**src/mcbb_pkg.sv**
```systemverilog
// Shared constants, types and helpers of the maximum clique search block.
package mcbb_pkg;

    localparam int MAX_V = 128;
    localparam int VW    = $clog2(MAX_V);
    localparam int CW    = $clog2(MAX_V + 1);
    localparam int KW    = $clog2(MAX_V + 2);
    localparam int SAW   = $clog2(MAX_V * MAX_V);
    localparam int STW   = CW + VW;
    localparam int EW    = 7;
    localparam int CFG_W = 8;
    localparam int OUT_W = 8;

    typedef enum logic [4:0] {
        ST_IDLE, ST_E_RDU, ST_E_CHKU, ST_E_WRV, ST_E_DEGV,
        ST_O_START, ST_O_I, ST_O_DI, ST_O_J, ST_O_JC, ST_O_WR,
        ST_C_INIT, ST_C_LOOP, ST_C_RDROW, ST_C_ROW, ST_C_KRD, ST_C_KCHK, ST_C_WRC,
        ST_M_START, ST_M_RD, ST_M_WR, ST_M_NEXT, ST_M_END,
        ST_S_POP, ST_S_SZ, ST_S_PB, ST_S_ROWP, ST_S_F, ST_S_FC, ST_S_FEND, ST_S_BACK,
        ST_DONE
    } state_t;

    typedef enum logic [4:0] {
        OP_IDLE, OP_E_RDU, OP_E_CHKU, OP_E_WRV, OP_E_DEGV,
        OP_O_START, OP_O_I, OP_O_DI, OP_O_J, OP_O_JC, OP_O_WR,
        OP_C_INIT, OP_C_LOOP, OP_C_RDROW, OP_C_ROW, OP_C_KRD, OP_C_KCHK, OP_C_WRC,
        OP_M_START, OP_M_RD, OP_M_WR, OP_M_NEXT, OP_M_END,
        OP_S_POP, OP_S_SZ, OP_S_PB, OP_S_ROWP, OP_S_F, OP_S_FC, OP_S_FEND, OP_S_BACK,
        OP_DONE
    } op_t;

    typedef struct packed {
        op_t op;
    } cmd_t;

    typedef struct packed {
        logic edge_skip;
        logic i_eq_n;
        logic j_eq_n;
        logic i_eq_c;
        logic i_eq_sz;
        logic k_gt_max;
        logic cls_hit;
        logic pass_last;
        logic sz_zero;
        logic bound_ok;
        logic expand;
        logic d_zero;
        logic out_busy;
    } stat_t;

    function automatic logic [SAW-1:0] stack_addr(input logic [VW-1:0] lev,
                                                   input logic [CW-1:0] idx);
        stack_addr = SAW'(lev) * SAW'(MAX_V) + SAW'(idx);
    endfunction

endpackage

```
**src/mcbb_ctrl.sv**
```systemverilog
// Sequencer for edge loading, vertex ordering, colouring and the clique search.
module mcbb_ctrl
    import mcbb_pkg::*;
(
    input  logic  clk,
    input  logic  rst_n,
    input  logic  in_valid,
    input  logic  in_solve,
    output logic  in_ready,
    input  stat_t stat,
    output cmd_t  cmd
);

    state_t state_reg, state_next;

    always_ff @(posedge clk or negedge rst_n)
    begin
        if (!rst_n)
        begin
            state_reg <= ST_IDLE;
        end
        else
        begin
            state_reg <= state_next;
        end
    end

    always_comb
    begin
        state_next = state_reg;
        case (state_reg)
            ST_IDLE:     if (in_valid) state_next = in_solve ? ST_O_START : ST_E_RDU;
            ST_E_RDU:    state_next = ST_E_CHKU;
            ST_E_CHKU:   state_next = stat.edge_skip ? ST_IDLE : ST_E_WRV;
            ST_E_WRV:    state_next = ST_E_DEGV;
            ST_E_DEGV:   state_next = ST_IDLE;
            ST_O_START:  state_next = ST_O_I;
            ST_O_I:      state_next = stat.i_eq_n ? ST_C_INIT : ST_O_DI;
            ST_O_DI:     state_next = ST_O_J;
            ST_O_J:      state_next = stat.j_eq_n ? ST_O_WR : ST_O_JC;
            ST_O_JC:     state_next = ST_O_J;
            ST_O_WR:     state_next = ST_O_I;
            ST_C_INIT:   state_next = ST_C_LOOP;
            ST_C_LOOP:   state_next = stat.i_eq_c ? ST_M_START : ST_C_RDROW;
            ST_C_RDROW:  state_next = ST_C_ROW;
            ST_C_ROW:    state_next = ST_C_KRD;
            ST_C_KRD:    state_next = stat.k_gt_max ? ST_C_WRC : ST_C_KCHK;
            ST_C_KCHK:   state_next = stat.cls_hit ? ST_C_KRD : ST_C_WRC;
            ST_C_WRC:    state_next = ST_C_LOOP;
            ST_M_START:  state_next = ST_M_RD;
            ST_M_RD:     state_next = stat.i_eq_c ? ST_M_NEXT : ST_M_WR;
            ST_M_WR:     state_next = ST_M_RD;
            ST_M_NEXT:   state_next = stat.pass_last ? ST_M_END : ST_M_RD;
            ST_M_END:    state_next = ST_S_POP;
            ST_S_POP:    state_next = ST_S_SZ;
            ST_S_SZ:     state_next = stat.sz_zero ? ST_S_BACK : ST_S_PB;
            ST_S_PB:     state_next = stat.bound_ok ? ST_S_ROWP : ST_S_BACK;
            ST_S_ROWP:   state_next = ST_S_F;
            ST_S_F:      state_next = stat.i_eq_sz ? ST_S_FEND : ST_S_FC;
            ST_S_FC:     state_next = ST_S_F;
            ST_S_FEND:   state_next = stat.expand ? ST_C_INIT : ST_S_POP;
            ST_S_BACK:   state_next = stat.d_zero ? ST_DONE : ST_S_POP;
            ST_DONE:     if (!stat.out_busy) state_next = ST_IDLE;
            default:     state_next = ST_IDLE;
        endcase
    end

    always_comb
    begin
        in_ready = (state_reg == ST_IDLE);
        case (state_reg)
            ST_IDLE:    cmd.op = OP_IDLE;
            ST_E_RDU:   cmd.op = OP_E_RDU;
            ST_E_CHKU:  cmd.op = OP_E_CHKU;
            ST_E_WRV:   cmd.op = OP_E_WRV;
            ST_E_DEGV:  cmd.op = OP_E_DEGV;
            ST_O_START: cmd.op = OP_O_START;
            ST_O_I:     cmd.op = OP_O_I;
            ST_O_DI:    cmd.op = OP_O_DI;
            ST_O_J:     cmd.op = OP_O_J;
            ST_O_JC:    cmd.op = OP_O_JC;
            ST_O_WR:    cmd.op = OP_O_WR;
            ST_C_INIT:  cmd.op = OP_C_INIT;
            ST_C_LOOP:  cmd.op = OP_C_LOOP;
            ST_C_RDROW: cmd.op = OP_C_RDROW;
            ST_C_ROW:   cmd.op = OP_C_ROW;
            ST_C_KRD:   cmd.op = OP_C_KRD;
            ST_C_KCHK:  cmd.op = OP_C_KCHK;
            ST_C_WRC:   cmd.op = OP_C_WRC;
            ST_M_START: cmd.op = OP_M_START;
            ST_M_RD:    cmd.op = OP_M_RD;
            ST_M_WR:    cmd.op = OP_M_WR;
            ST_M_NEXT:  cmd.op = OP_M_NEXT;
            ST_M_END:   cmd.op = OP_M_END;
            ST_S_POP:   cmd.op = OP_S_POP;
            ST_S_SZ:    cmd.op = OP_S_SZ;
            ST_S_PB:    cmd.op = OP_S_PB;
            ST_S_ROWP:  cmd.op = OP_S_ROWP;
            ST_S_F:     cmd.op = OP_S_F;
            ST_S_FC:    cmd.op = OP_S_FC;
            ST_S_FEND:  cmd.op = OP_S_FEND;
            ST_S_BACK:  cmd.op = OP_S_BACK;
            ST_DONE:    cmd.op = OP_DONE;
            default:    cmd.op = OP_IDLE;
        endcase
    end

endmodule

```
**config.mk**
```make
export PLATFORM = sky130hd
export DESIGN_NAME = mcbb_ctrl
export DESIGN_NICKNAME = d
export VERILOG_FILES = /design/src/mcbb_pkg.sv /design/src/mcbb_ctrl.sv
export SDC_FILE = /design/constraint.sdc
export NUM_CORES = 1
export LEC_CHECK = 0
export BUFFER_PORTS_ARGS = -buffer_cell sky130_fd_sc_hd__buf_2
export CORE_UTILIZATION = 27
export DETAILED_ROUTE_END_ITERATION = 8
export PLACE_DENSITY = 0.55
export SLEW_MARGIN = 40
export SYNTH_ARGS = -nofsm -noshare
export SYNTH_HDL_FRONTEND = slang
export SYNTH_SLANG_ARGS = --single-unit
```
**constraint.sdc**
```tcl
create_clock -name clk -period 1.5 [get_ports clk]
set_input_delay 0.225 -clock clk [delete_from_list [all_inputs] [get_ports clk]]
set_output_delay 0.225 -clock clk [all_outputs]
set_load 0.1 [all_outputs]
```
# After elaboration in Yosys (flattened, before gate mapping)
# Memories as Yosys holds them, arrays and structs flattened.
# Cells that the tools add are included.
# word_totals
register_bits	5
romBits	160
input_bits	17
output_inout_bits	6
elab_cells	59
n_memories	1
# memory_table
memory	depth	word_bits	read_ports	rd_ports_with_merged_regs	wr	line	rtl
(name not given)	32	5	1	0	0	mcbb_ctrl.sv:71	case (state_reg)
# classes
eq_ne	33
n_mux	17
n_reduce_logical	7
# op_table
op	n
5-bit case mux with 27 select lines	1
5-bit equality test, second input constant	16
5-bit by 4-bit equality test with 1-bit output, second input constant	8
5-bit two-way mux	5
5-bit by 3-bit equality test with 1-bit output, second input constant	4
3-bit two-way mux	4
5-bit by 2-bit equality test with 1-bit output, second input constant	2
2-bit OR reduction	5
4-bit two-way mux	2
5-bit by 1-bit equality test with 1-bit output, second input constant	1
5-bit logical NOT	1
2-bit two-way mux	2
2-bit inequality test, second input constant	2
1-bit two-way mux	3
2-bit AND reduction	1

# Longest topological paths before layout
# Gate-level depths: netlist (run 1).
# logic_depth
depth_word	3
mapped_depth	6

# Worst setup path after synthesis (run 1)
# No wires, ideal clock.
# synth_timing
path_type	flip-flop to flip-flop
start	register state_reg[0]
end	register state_reg[0]
setup_time_ns	0.126
t_arrival_ns	1.991
slack_ns	-0.617
stages_incl_launch_ff	6
n_path_buf	1
synth_period_minus_slack_ns	2.117
cell_sequence	dfrtp_1 -> buf_4 -> nor2_2 -> and3_2 -> inv_1 -> o32a_1
# synth_between
elab_chain_cells	3
word_cells_on_any_way	41
# synth_lines
element	line	rtl
from (decl)	mcbb_ctrl.sv:14	state_t state_reg, state_next;
from (signal assigned)	mcbb_ctrl.sv:24	state_reg <= state_next;
5-bit logical NOT (*)	n/a	
named net in_ready	mcbb_ctrl.sv:9	output logic in_ready,
parallel branches: the longest is 2 deep, another holds 5-bit case mux with 27 select lines	n/a	
# Mark *: on every way through the listed nets, which the timed path passes.
# A chain may end at the register's enable or synchronous reset.

# Worst setup path after layout (run 1)
# layout_timing
start	register state_reg[4]
end	register state_reg[0]
# layout_between
elab_chain_cells	3
word_cells_on_any_way	41
# layout_lines
element	line	rtl
5-bit equality test, or another cell as far along	mcbb_ctrl.sv:31	case (state_reg)
2-bit OR reduction (no source line) / 2-bit inequality test (equally long branches)	n/a	
5-bit case mux with 27 select lines / 2-bit AND reduction (equally long branches)	n/a	
# Parallel ways exist; a longest one is shown, timed or not.

==> metrics.md, run 1 <==
| Metric | Value |
|---|---|
| Status | finished, violations left |
| Failing checks | design-rule violations, negative setup slack |
| Clock slew at reported path FFs | 0.04 ns |
| Final Hold Vio Count | 0 |
| Max reg flops | 5 |
| Antenna violations before repair | 0 |
| CP Max Fanout | 8 |
| Sequential share of power | 11.3% |
| Combinational Power Share | 84.6% |
| Switching fraction of total power | 52.97% |
| Seq cells post-synth | 5 |
| Vias in the first global route | 1078 |
| Slowest-stage cell, CP | dfrtp_4 |
| Slew headroom | 75.41% |
| Clk sinks | 5 |
| Cell-internal power | 1.777 mW |
| Number of instances in the placed design | 175 |
| Clk buf depth | 2 |
| LEAKAGE | 0.5830 nW |
| Area after DPL | 0.001156 sq mm |
| Post-synth EDFFs | 0 |
| DP Worst Slack | -0.06485 ns |
| Post-Syn Area per Cell | 7.317 sq um |
| Worst hold endpoint | state_reg[2] |
| Slew @ Worst Pin | 0.3660 ns |
| Layout cells sized above 1 | 55.56% |
| Crit Reg-Reg Endpoint | state_reg[0] |
| Total Routed Length | 3213 um |
| Synth cell types | 44 |
| Post-route worst hold slack | 0.2367 ns |
| Clock share of power | 4.2% |
| Vias | 1115 |
| First-pass GRT wire length | 5202 um |
| CP peak stage delay | 0.50 ns |
| Starting DRT DRC Count | 65 |
| TritonCTS clock tree | done |
| Yosys warnings | 0 |
| Max Fclk | 604.2 MHz |
| Largest net degree at the start of global routing | 17 |
| Initial core utilization | 29.21% |
| Root Driver | clkbuf_4 |
| Reg2reg setup slack | -0.15 ns |
| Hold Path Stages | 3 |
| Number of diodes | 0 |
| # rows | 19 |
| Max_cap viols | 0 |
| GR Overflow Total | 0 |
| CP required | 1.62 ns |
| Design area | 0.001381 sq mm |
| Final Max Tran Viols | 0 |
| R2R depth | 7 |
| Clock latency on the worst-skew pair | 0.24 ns |
| Crit start category | flip-flop |
| Synth area leader | dfrtp_1 |
| Die Wd | 57.10 um |
| IO Port Bufs | 22 |
| Core Area | 0.002805 sq mm |
| Fin crit period | 1.655 ns |
| PwrDens | 2735 mW/mm^2 |
| Initial DRT Pass Iterations | 6 |
| Peak VDD IR | 1.199 mV |
| Crit share post-route | 110.3% |
| Die H | 57.10 um |
| Die area | 0.003260 sq mm |
| Drc violations | 2 |
| Post-route insts no fill | 193 |
| Syn Inst Count | 112 |
| TritonCTS buffer count | 3 |
| Sequential area share after synthesis | 15.27% |
| Final setup fails | 5 |
| Async S/R FF share, synth | 100.0% |
| Gr usage total | 20.42% |
| Type of the most critical hold path | input port to flip-flop |
| WS Path Type | flip-flop to flip-flop |
| Main synth FF type | dfrtp_1 |
| Vias per cell | 5.777 |
| Worst Hold Launch | in_solve |
| R2R Path Start | state_reg[4] |
| Critical path, cell by cell | buf_6 > buf_4 > inv_2 > a21oi_1 > o221ai_1 > o211ai_1 > o32a_1 |
| Final Net Count | 180 |
| H-tree lvl count | 1 |
| GP Congestion | 0.9820 |
| Share of the synthesized area in the top cell type | 15.27% |
| NetSw | 2.001 mW |
| Crit path DAT | 1.78 ns |
| Routed WL per cell | 16.65 um |
| Routed Antenna Nets | 0 |
| Synth area leaders | dfrtp_1 (15%), buf_6 (8.2%), a21oi_1 (6.1%) |
| Area grow syn2layout | 68.55% |
| Slack of the critical path | -0.1550 ns |
| Clock Skew | 0.0006098 ns |
| RSZ-0062 raised after global routing | true |
| Detailed placement HPWL | 2306 um |
| Worst Setup End Kind | flip-flop |
| I/O pin cnt | 23 |
| Syn nets | 129 |
| Netlist Area Pre-Place | 819.5 sq um |
==> repair_timing <==
action	4_1_cts	5_1_grt
gates resized for setup	7	10
pin swaps	4	5
endpoints found under the hold margin	5	0
buffers inserted	12	1
endpoints found under the setup margin	3	6
hold buffers	1	0
==> area by class of cell <==
cell class	instances	area, sq um
Multi-Input combinational cell	93	671.9
Tap cell	31	38.79
Inverter	4	15.01
Clock buffer	4	26.28
Timing Repair Buffer	56	485.5
Sequential cell	5	143.9
Fill cell	279	1424
==> worst max-delay path by stage <==
stage / end / depth (start not counted) / slack (ns) / start
floorplan: state_reg[2] / 6 / -0.14 / state_reg[4]
global placement: state_reg[1] / 5 / -0.09 / state_reg[4]
detailed placement: state_reg[1] / 5 / -0.06 / state_reg[4]
CTS: in_ready / 4 / -0.14 / state_reg[4]
global route: state_reg[2] / 6 / -0.23 / state_reg[1]
finish: state_reg[0] / 7 / -0.15 / state_reg[4]
==> per-layer routing <==
| metal | vias up | GRT usage [%] | share of wire [%] |
|---|---|---|---|
| li1 | 527 | - | - |
| met1 | 513 | 25.97 | 42 |
| met2 | 63 | 34.45 | 48 |
| met3 | 12 | 4.082 | 7.6 |
| met4 | 0 | 6.969 | 3.2 |
| met5 | - | 0 | 0 |
==> metrics by stage <==
step | power [mW] | TNS, ns | utilization [%]
floorplan | 2.288 | -0.4891 | -
global placement | 3.109 | -0.1669 | 41.21
detailed placement | 3.119 | -0.1206 | 41.21
CTS | 3.599 | -0.6181 | 47.28
global route | 3.966 | -0.8875 | 49.24
finish | 3.777 | -0.6327 | 49.24
==> critical path, delay by kind of cell (launching register included) <==
kind	cells	cell delay, ns
flip-flops	1	0.50
buffers and inverters	3	0.35
AO/OA/AOI/OAI	4	0.68
==> logic make-up (layout without fill, tap and decap cells) <==
group                  after synthesis  count (layout)  share of synthesized area [%]
flip-flops                           5               5                          15.27
buffers and inverters               14              64                          13.43
AND/OR/NAND/NOR                     54              54                          37.71
AO/OA/AOI/OAI                       39              39                          33.59
==> cells in the final DEF (no fill, tap or decap), types with 4 or more instances in the layout <==
master	synthesis	routed
buf_4	3	28
buf_2	1	16
nand2_1	12	11
a21oi_1	10	7
buf_12	0	7
nor2_1	8	6
dfrtp_4	0	5
buf_6	6	4
==> power groups by stage <==
stage                     Sequential [mW]  Clock, mW  Combinational, mW
final                               0.426      0.157               3.19
after detailed placement            0.505          0               2.61
after floorplan                     0.802          0               1.49
after CTS                           0.415      0.160               3.02
after global placement              0.503          0               2.61
after global routing                0.435      0.173               3.36
==> synthesized netlist by cell type (all sizes together), types with 2 or more instances <==
| cell | instances |
|---|---|
| and3 | 2 |
| a32oi | 4 |
| buf | 10 |
| nor3 | 4 |
| nor4 | 5 |
| o22ai | 2 |
| nor2b | 2 |
| o221ai | 2 |
| nand2 | 14 |
| nand2b | 5 |
| a21oi | 10 |
| and3b | 2 |
| o32a | 2 |
| dfrtp | 5 |
| and2b | 2 |
| nand3 | 4 |
| nor2 | 10 |
| o21ai | 7 |
| o211ai | 3 |
| a31oi | 2 |
| inv | 3 |
Power figures use the tool's default switching activity.
==> run 2, diff against run 1 <==
--- a/config.mk
+++ b/config.mk
@@ -6,6 +6,7 @@
 export NUM_CORES = 1
 export LEC_CHECK = 0
 export BUFFER_PORTS_ARGS = -buffer_cell sky130_fd_sc_hd__buf_2
+export CORE_MARGIN = 5
 export CORE_UTILIZATION = 27
 export DETAILED_ROUTE_END_ITERATION = 8
 export PLACE_DENSITY = 0.55
==> constraint.sdc (replaced) <==
create_clock -name clk -period 1.45 [get_ports clk]
set_input_delay 0.2175 -clock clk [delete_from_list [all_inputs] [get_ports clk]]
set_output_delay 0.2175 -clock clk [all_outputs]
set_load 0.1 [all_outputs]
==> run 2 against run 1 <==
  * Register-to-register slack hardly changed
  * The flow finishes with violations (negative setup slack)
  * Largest power group unchanged
  * Clock power rose by 5%
  * Total power is 8.7% higher
  * Die area up 30%
  * Sequential cell count did not move
  * Wire length rose by 2.9%
  * Sequential share of layout area is 0.54 points lower
  * Clock skew increased by 0.00063 ns
  * Cell count rose by 5.7%
  * Highest routed layer unchanged
==> metrics.md, run 2 (same netlist as run 1, synthesis figures left out) <==
| Metric | Value |
|---|---|
| Final setup fails | 6 |
| Clk sinks | 5 |
| Type of the most critical hold path | input port to flip-flop |
| Clk buf depth | 2 |
| DP Worst Slack | -0.1642 ns |
| Most frequent cells in the layout | buf_4 (36), buf_2 (16), nand2_1 (11) |
| Die area | 0.004237 sq mm |
| IO Port Bufs | 22 |
| NetSw | 2.112 mW |
| Hold Path Stages | 2 |
| Slew @ Worst Pin | 0.3292 ns |
| TritonCTS buffer count | 3 |
| Vias in the first global route | 1092 |
| LEAKAGE | 0.6197 nW |
| Post-route setup TNS | -0.7171 ns |
| Vias | 1137 |
| Slew headroom | 77.89% |
| Initial DRT Pass Iterations | 4 |
| Failing checks | negative setup slack |
| Reg2reg setup slack | -0.15 ns |
| R2R Path Start | state_reg[3] |
| Worst hold endpoint | state_reg[0] |
| Layout cells sized above 1 | 58.48% |
| Max Fclk | 623.5 MHz |
| Routed Antenna Nets | 0 |
| Vias per cell | 5.574 |
| Core Util, Final | 48.91% |
| Die H | 65.10 um |
| Antenna violations before repair | 0 |
| Final Hold Vio Count | 0 |
| Initial core utilization | 27.52% |
| Largest net degree at the start of global routing | 17 |
| Core Area | 0.002978 sq mm |
| Area grow syn2layout | 77.71% |
| Number of instances in the placed design | 184 |
| Max reg flops | 5 |
| Clock latency on the worst-skew pair | 0.25 ns |
| Status | finished, violations left |
| Fin crit period | 1.604 ns |
| Slowest-stage cell, CP | dfrtp_4 |
| Die Wd | 65.10 um |
| Detailed placement HPWL | 2260 um |
| R2R depth | 6 |
| GR Overflow Total | 0 |
| Most common cell after layout, fill and taps aside | buf_4 |
| Number of diodes | 0 |
| # rows | 20 |
| Drc violations | 0 |
| WS Path Type | flip-flop to flip-flop |
| TritonCTS clock tree | done |
| Slack of the critical path | -0.1538 ns |
| Sequential share of power | 8.8% |
| Gr usage total | 15.23% |
| Critical path, cell by cell | buf_4 > nand2b_1 > o22a_1 > o32ai_2 > nor4_2 > a32oi_1 |
| Final Max Tran Viols | 0 |
| CP required | 1.61 ns |
| Cell-internal power | 1.992 mW |
| PwrDens | 2818 mW/mm^2 |
| Final Net Count | 189 |
| RSZ-0062 raised after global routing | true |
| Worst Hold Launch | in_valid |
| First-pass GRT wire length | 5112 um |
| Post-route insts no fill | 204 |
| Delay-heaviest family, CP | compound AO/OA/AOI/OAI gates |
| Combinational Power Share | 87.1% |
| Worst path bufs/invs | 1 |
| Crit share post-route | 110.6% |
| Crit path DAT | 1.77 ns |
| Crit Reg-Reg Endpoint | state_reg[2] |
| Fill cells | 270 |
| Peak VDD IR | 1.490 mV |
| Crit start category | flip-flop |
| Max_cap viols | 0 |
| Routed WL per cell | 16.20 um |
| Total Routed Length | 3305 um |
| Clock Skew | 0.001240 ns |
| CP peak stage delay | 0.49 ns |
| Post-route worst hold slack | 0.2088 ns |
| Clock slew at reported path FFs | 0.04 ns |
| Starting DRT DRC Count | 47 |
| GP Congestion | 0.9309 |
| CP Max Fanout | 6 |
| Switching fraction of total power | 51.46% |
| I/O pin cnt | 23 |
| Root Driver | clkbuf_4 |
| Worst Setup End Kind | flip-flop |
| H-tree lvl count | 1 |
| Clock share of power | 4.0% |
run 2: worst max path at each step:
stage / startpoint / endpoint / slack (ns) / depth (start not counted)
finish: state_reg[3] / state_reg[2] / -0.15 / 6
global route: state_reg[4] / state_reg[2] / -0.20 / 6
CTS: state_reg[4] / state_reg[2] / -0.15 / 6
detailed placement: state_reg[4] / state_reg[2] / -0.16 / 5
global placement: state_reg[4] / state_reg[2] / -0.12 / 5
floorplan: state_reg[4] / state_reg[2] / -0.19 / 6
run 2: routing by layer:
metal  part of all wire [%]  GRT usage, %  vias up
met1                     40         19.31      532
li1                       -             -      546
met5                      0             0        -
met2                     52         27.59       51
met3                    6.1         1.538        8
met4                    1.5         3.627        0
run 2: final cells by class:
cell class              count  area [sq um]  share of cell area, %
repair buffers             65         560.5                  38.49
clock buffers               4         26.28                  1.804
multi-input cells          93         666.9                  45.79
inverters                   4         17.52                  1.203
well taps                  33         41.29                  2.835
flip-flops and latches      5         143.9                  9.880
run 2: stage by stage:
step	instance area [sq um]	power, mW
after global placement	1224	3.387
final	1456	4.104
after global routing	1456	4.305
after floorplan	869.6	2.367
after CTS	1406	3.895
after detailed placement	1224	3.357
run 2: timing repair:
action / CTS / global route
gates resized for setup: 11 / 9
setup buffers: 13 / 2
endpoints found under the hold margin: 5 / 0
pin swaps: 10 / 8
setup endpoints to repair: 6 / 7
hold buffers: 1 / 0
run 2: power by group through the flow:
stage / Combinational, mW / Clock (mW) / Sequential (mW)
after floorplan: 1.54 / 0 / 0.830
final: 3.58 / 0.165 / 0.363
after global placement: 2.87 / 0 / 0.512
after CTS: 3.38 / 0.167 / 0.347
after detailed placement: 2.85 / 0 / 0.509
after global routing: 3.76 / 0.176 / 0.369
==> run 3, diff against run 2 <==
--- a/config.mk
+++ b/config.mk
@@ -9,6 +9,7 @@
 export CORE_MARGIN = 5
 export CORE_UTILIZATION = 27
 export DETAILED_ROUTE_END_ITERATION = 8
+export MAX_ROUTING_LAYER = met4
 export PLACE_DENSITY = 0.55
 export SLEW_MARGIN = 40
 export SYNTH_ARGS = -nofsm -noshare
==> run 3 against run 2 <==
  * The run still ends with negative setup slack left
  * Clock skew increased by 0.0064 ns
  * Sequential share of layout area fell by 0.44 points
  * Utilization rose by 2.3 points
  * Sequential cell count is the same
  * Highest routed layer unchanged
==> metrics.md, run 3 (same netlist as run 1, synthesis figures left out) <==
| Metric | Value |
|---|---|
| Switching fraction of total power | 51.13% |
| Gr usage total | 17.96% |
| Final Hold Vio Count | 0 |
| Clock Skew | 0.007606 ns |
| PwrDens | 2870 mW/mm^2 |
| CP required | 1.62 ns |
| Final Max Tran Viols | 0 |
| RSZ-0062 raised after global routing | true |
| Most frequent cells in the layout | buf_4 (42), buf_2 (16), nand2_1 (12) |
| Crit start category | flip-flop |
| Area after DPL | 0.001211 sq mm |
| Worst path bufs/invs | 2 |
| Area grow syn2layout | 85.95% |
| Routed WL per cell | 17.75 um |
| Layout cells sized above 1 | 61.24% |
| H-tree lvl count | 1 |
| CP Max Fanout | 5 |
| Slowest-stage cell, CP | dfrtp_4 |
| Initial core utilization | 27.52% |
| Max reg flops | 5 |
| Core Util, Final | 51.18% |
| Fin crit period | 1.642 ns |
| Status | finished, violations left |
| WS Path Type | flip-flop to flip-flop |
| Type of the most critical hold path | input port to flip-flop |
| Largest net degree at the start of global routing | 17 |
| TritonCTS buffer count | 3 |
| Antenna violations before repair | 0 |
| Routed Antenna Nets | 0 |
| Clock slew at reported path FFs | 0.06 ns |
| Design area | 0.001524 sq mm |
| Sequential share of power | 9.5% |
| Clk sinks | 5 |
| Final setup fails | 7 |
| Critical path, cell by cell | buf_12 > buf_4 > nor2_2 > a21o_1 > a21oi_2 > o32a_1 > a32oi_1 |
| Delay-heaviest family, CP | compound AO/OA/AOI/OAI gates |
| Die H | 65.10 um |
| Hold Path Stages | 3 |
| IO Port Bufs | 22 |
| TritonCTS clock tree | done |
| Post-route worst hold slack | 0.2022 ns |
| LEAKAGE | 0.6560 nW |
| Clk buf depth | 2 |
| Final Net Count | 196 |
| R2R Path Start | state_reg[3] |
| Reg2reg setup slack | -0.19 ns |
| Max_cap viols | 0 |
| I/O pin cnt | 23 |
| Worst Hold Launch | in_solve |
| Worst hold endpoint | state_reg[2] |
| Number of instances in the placed design | 184 |
| Crit Reg-Reg Endpoint | state_reg[2] |
| Root Driver | clkbuf_4 |
| Vias in the first global route | 1283 |
| Slew headroom | 77.01% |
| Vias | 1238 |
| First-pass GRT wire length | 5802 um |
| GP Congestion | 0.9305 |
| Die Wd | 65.10 um |
| CP peak stage delay | 0.51 ns |
| # rows | 20 |
| Slew @ Worst Pin | 0.3422 ns |
| Crit. path cell count | 7 |
| Clock latency on the worst-skew pair | 0.27 ns |
| Die area | 0.004237 sq mm |
| Starting DRT DRC Count | 83 |
| NetSw | 2.236 mW |
| Drc violations | 0 |
| Slack of the critical path | -0.1917 ns |
| Peak VDD IR | 1.724 mV |
| Most common cell after layout, fill and taps aside | buf_4 |
| Cell-internal power | 2.137 mW |
| Number of diodes | 0 |
| Vias per cell | 5.867 |
| Crit path DAT | 1.81 ns |
| Worst Setup End Kind | flip-flop |
| R2R depth | 7 |
| Crit share post-route | 113.2% |
| Failing checks | negative setup slack |
| Initial DRT Pass Iterations | 4 |
| Detailed placement HPWL | 2397 um |
| Total Routed Length | 3746 um |
| Clock share of power | 4.3% |
| Core Area | 0.002978 sq mm |
| GR Overflow Total | 0 |
| Max Fclk | 609.1 MHz |
| Post-route insts no fill | 211 |
| Combinational Power Share | 86.3% |
run 3: changes by cell type in the layout (fill, tap and decap cells not counted), moves of 2 or more:
cell | before | now
buf_6 | 4 | 6
nor4_1 | 3 | 1
o21ai_1 | 5 | 3
buf_4 | 36 | 42
nor4_2 | 1 | 3
run 3: how the worst max path moves through the flow:
stage,start,to,slack [ns]
after floorplan,state_reg[4],state_reg[2],-0.19
after CTS,state_reg[3],in_ready,-0.15
after detailed placement,state_reg[3],state_reg[3],-0.11
after global placement,state_reg[3],state_reg[3],-0.11
after global routing,state_reg[4],state_reg[3],-0.26
final,state_reg[3],state_reg[2],-0.19
run 3: power by group through the flow:
| stage | registers [mW] | clock network (mW) | logic [mW] |
|---|---|---|---|
| after detailed placement | 0.529 | 0 | 2.82 |
| after global placement | 0.521 | 0 | 2.82 |
| after floorplan | 0.830 | 0 | 1.54 |
| after global routing | 0.420 | 0.190 | 3.96 |
| after CTS | 0.387 | 0.175 | 3.50 |
| final | 0.413 | 0.186 | 3.77 |
run 3: cell type report:
| class | instances | area (sq um) |
|---|---|---|
| fillers | 263 | 1454 |
| clock buffers | 4 | 26.28 |
| well taps | 33 | 41.29 |
| inverters | 4 | 20.02 |
| repair buffers | 72 | 613.1 |
| multi-input cells | 93 | 679.4 |
| flip-flops and latches | 5 | 143.9 |
run 3: per-layer routing:
layer	wire length, um	GRT usage, %
met4	259	12.69
met3	213	2.222
met1	1402	19.02
met2	1871	31.03
met5	0	-
run 3: stage by stage:
| stage | TNS (ns) | power [mW] | setup WS [ns] |
|---|---|---|---|
| finish | -0.8918 | 4.373 | -0.1917 |
| global route | -1.226 | 4.571 | -0.2612 |
| CTS | -0.6543 | 4.063 | -0.1458 |
| detailed placement | -0.3394 | 3.348 | -0.1087 |
| global placement | -0.3148 | 3.343 | -0.1131 |
| floorplan | -0.7816 | 2.367 | -0.1897 |
run 3: timing repair:
item                                   4_1_cts  5_1_grt
gates resized for setup                     17        7
pin swaps                                    8        7
hold buffers                                 1        0
buffers inserted                            16        7
cloned                                       0        0
endpoints found under the hold margin        5        0
setup endpoints to repair                    6        8
run 3: worst min-delay path, stage by stage:
cell and delay, ns:
buf_2 0.10, nand2_1 0.05, a32oi_1 0.06
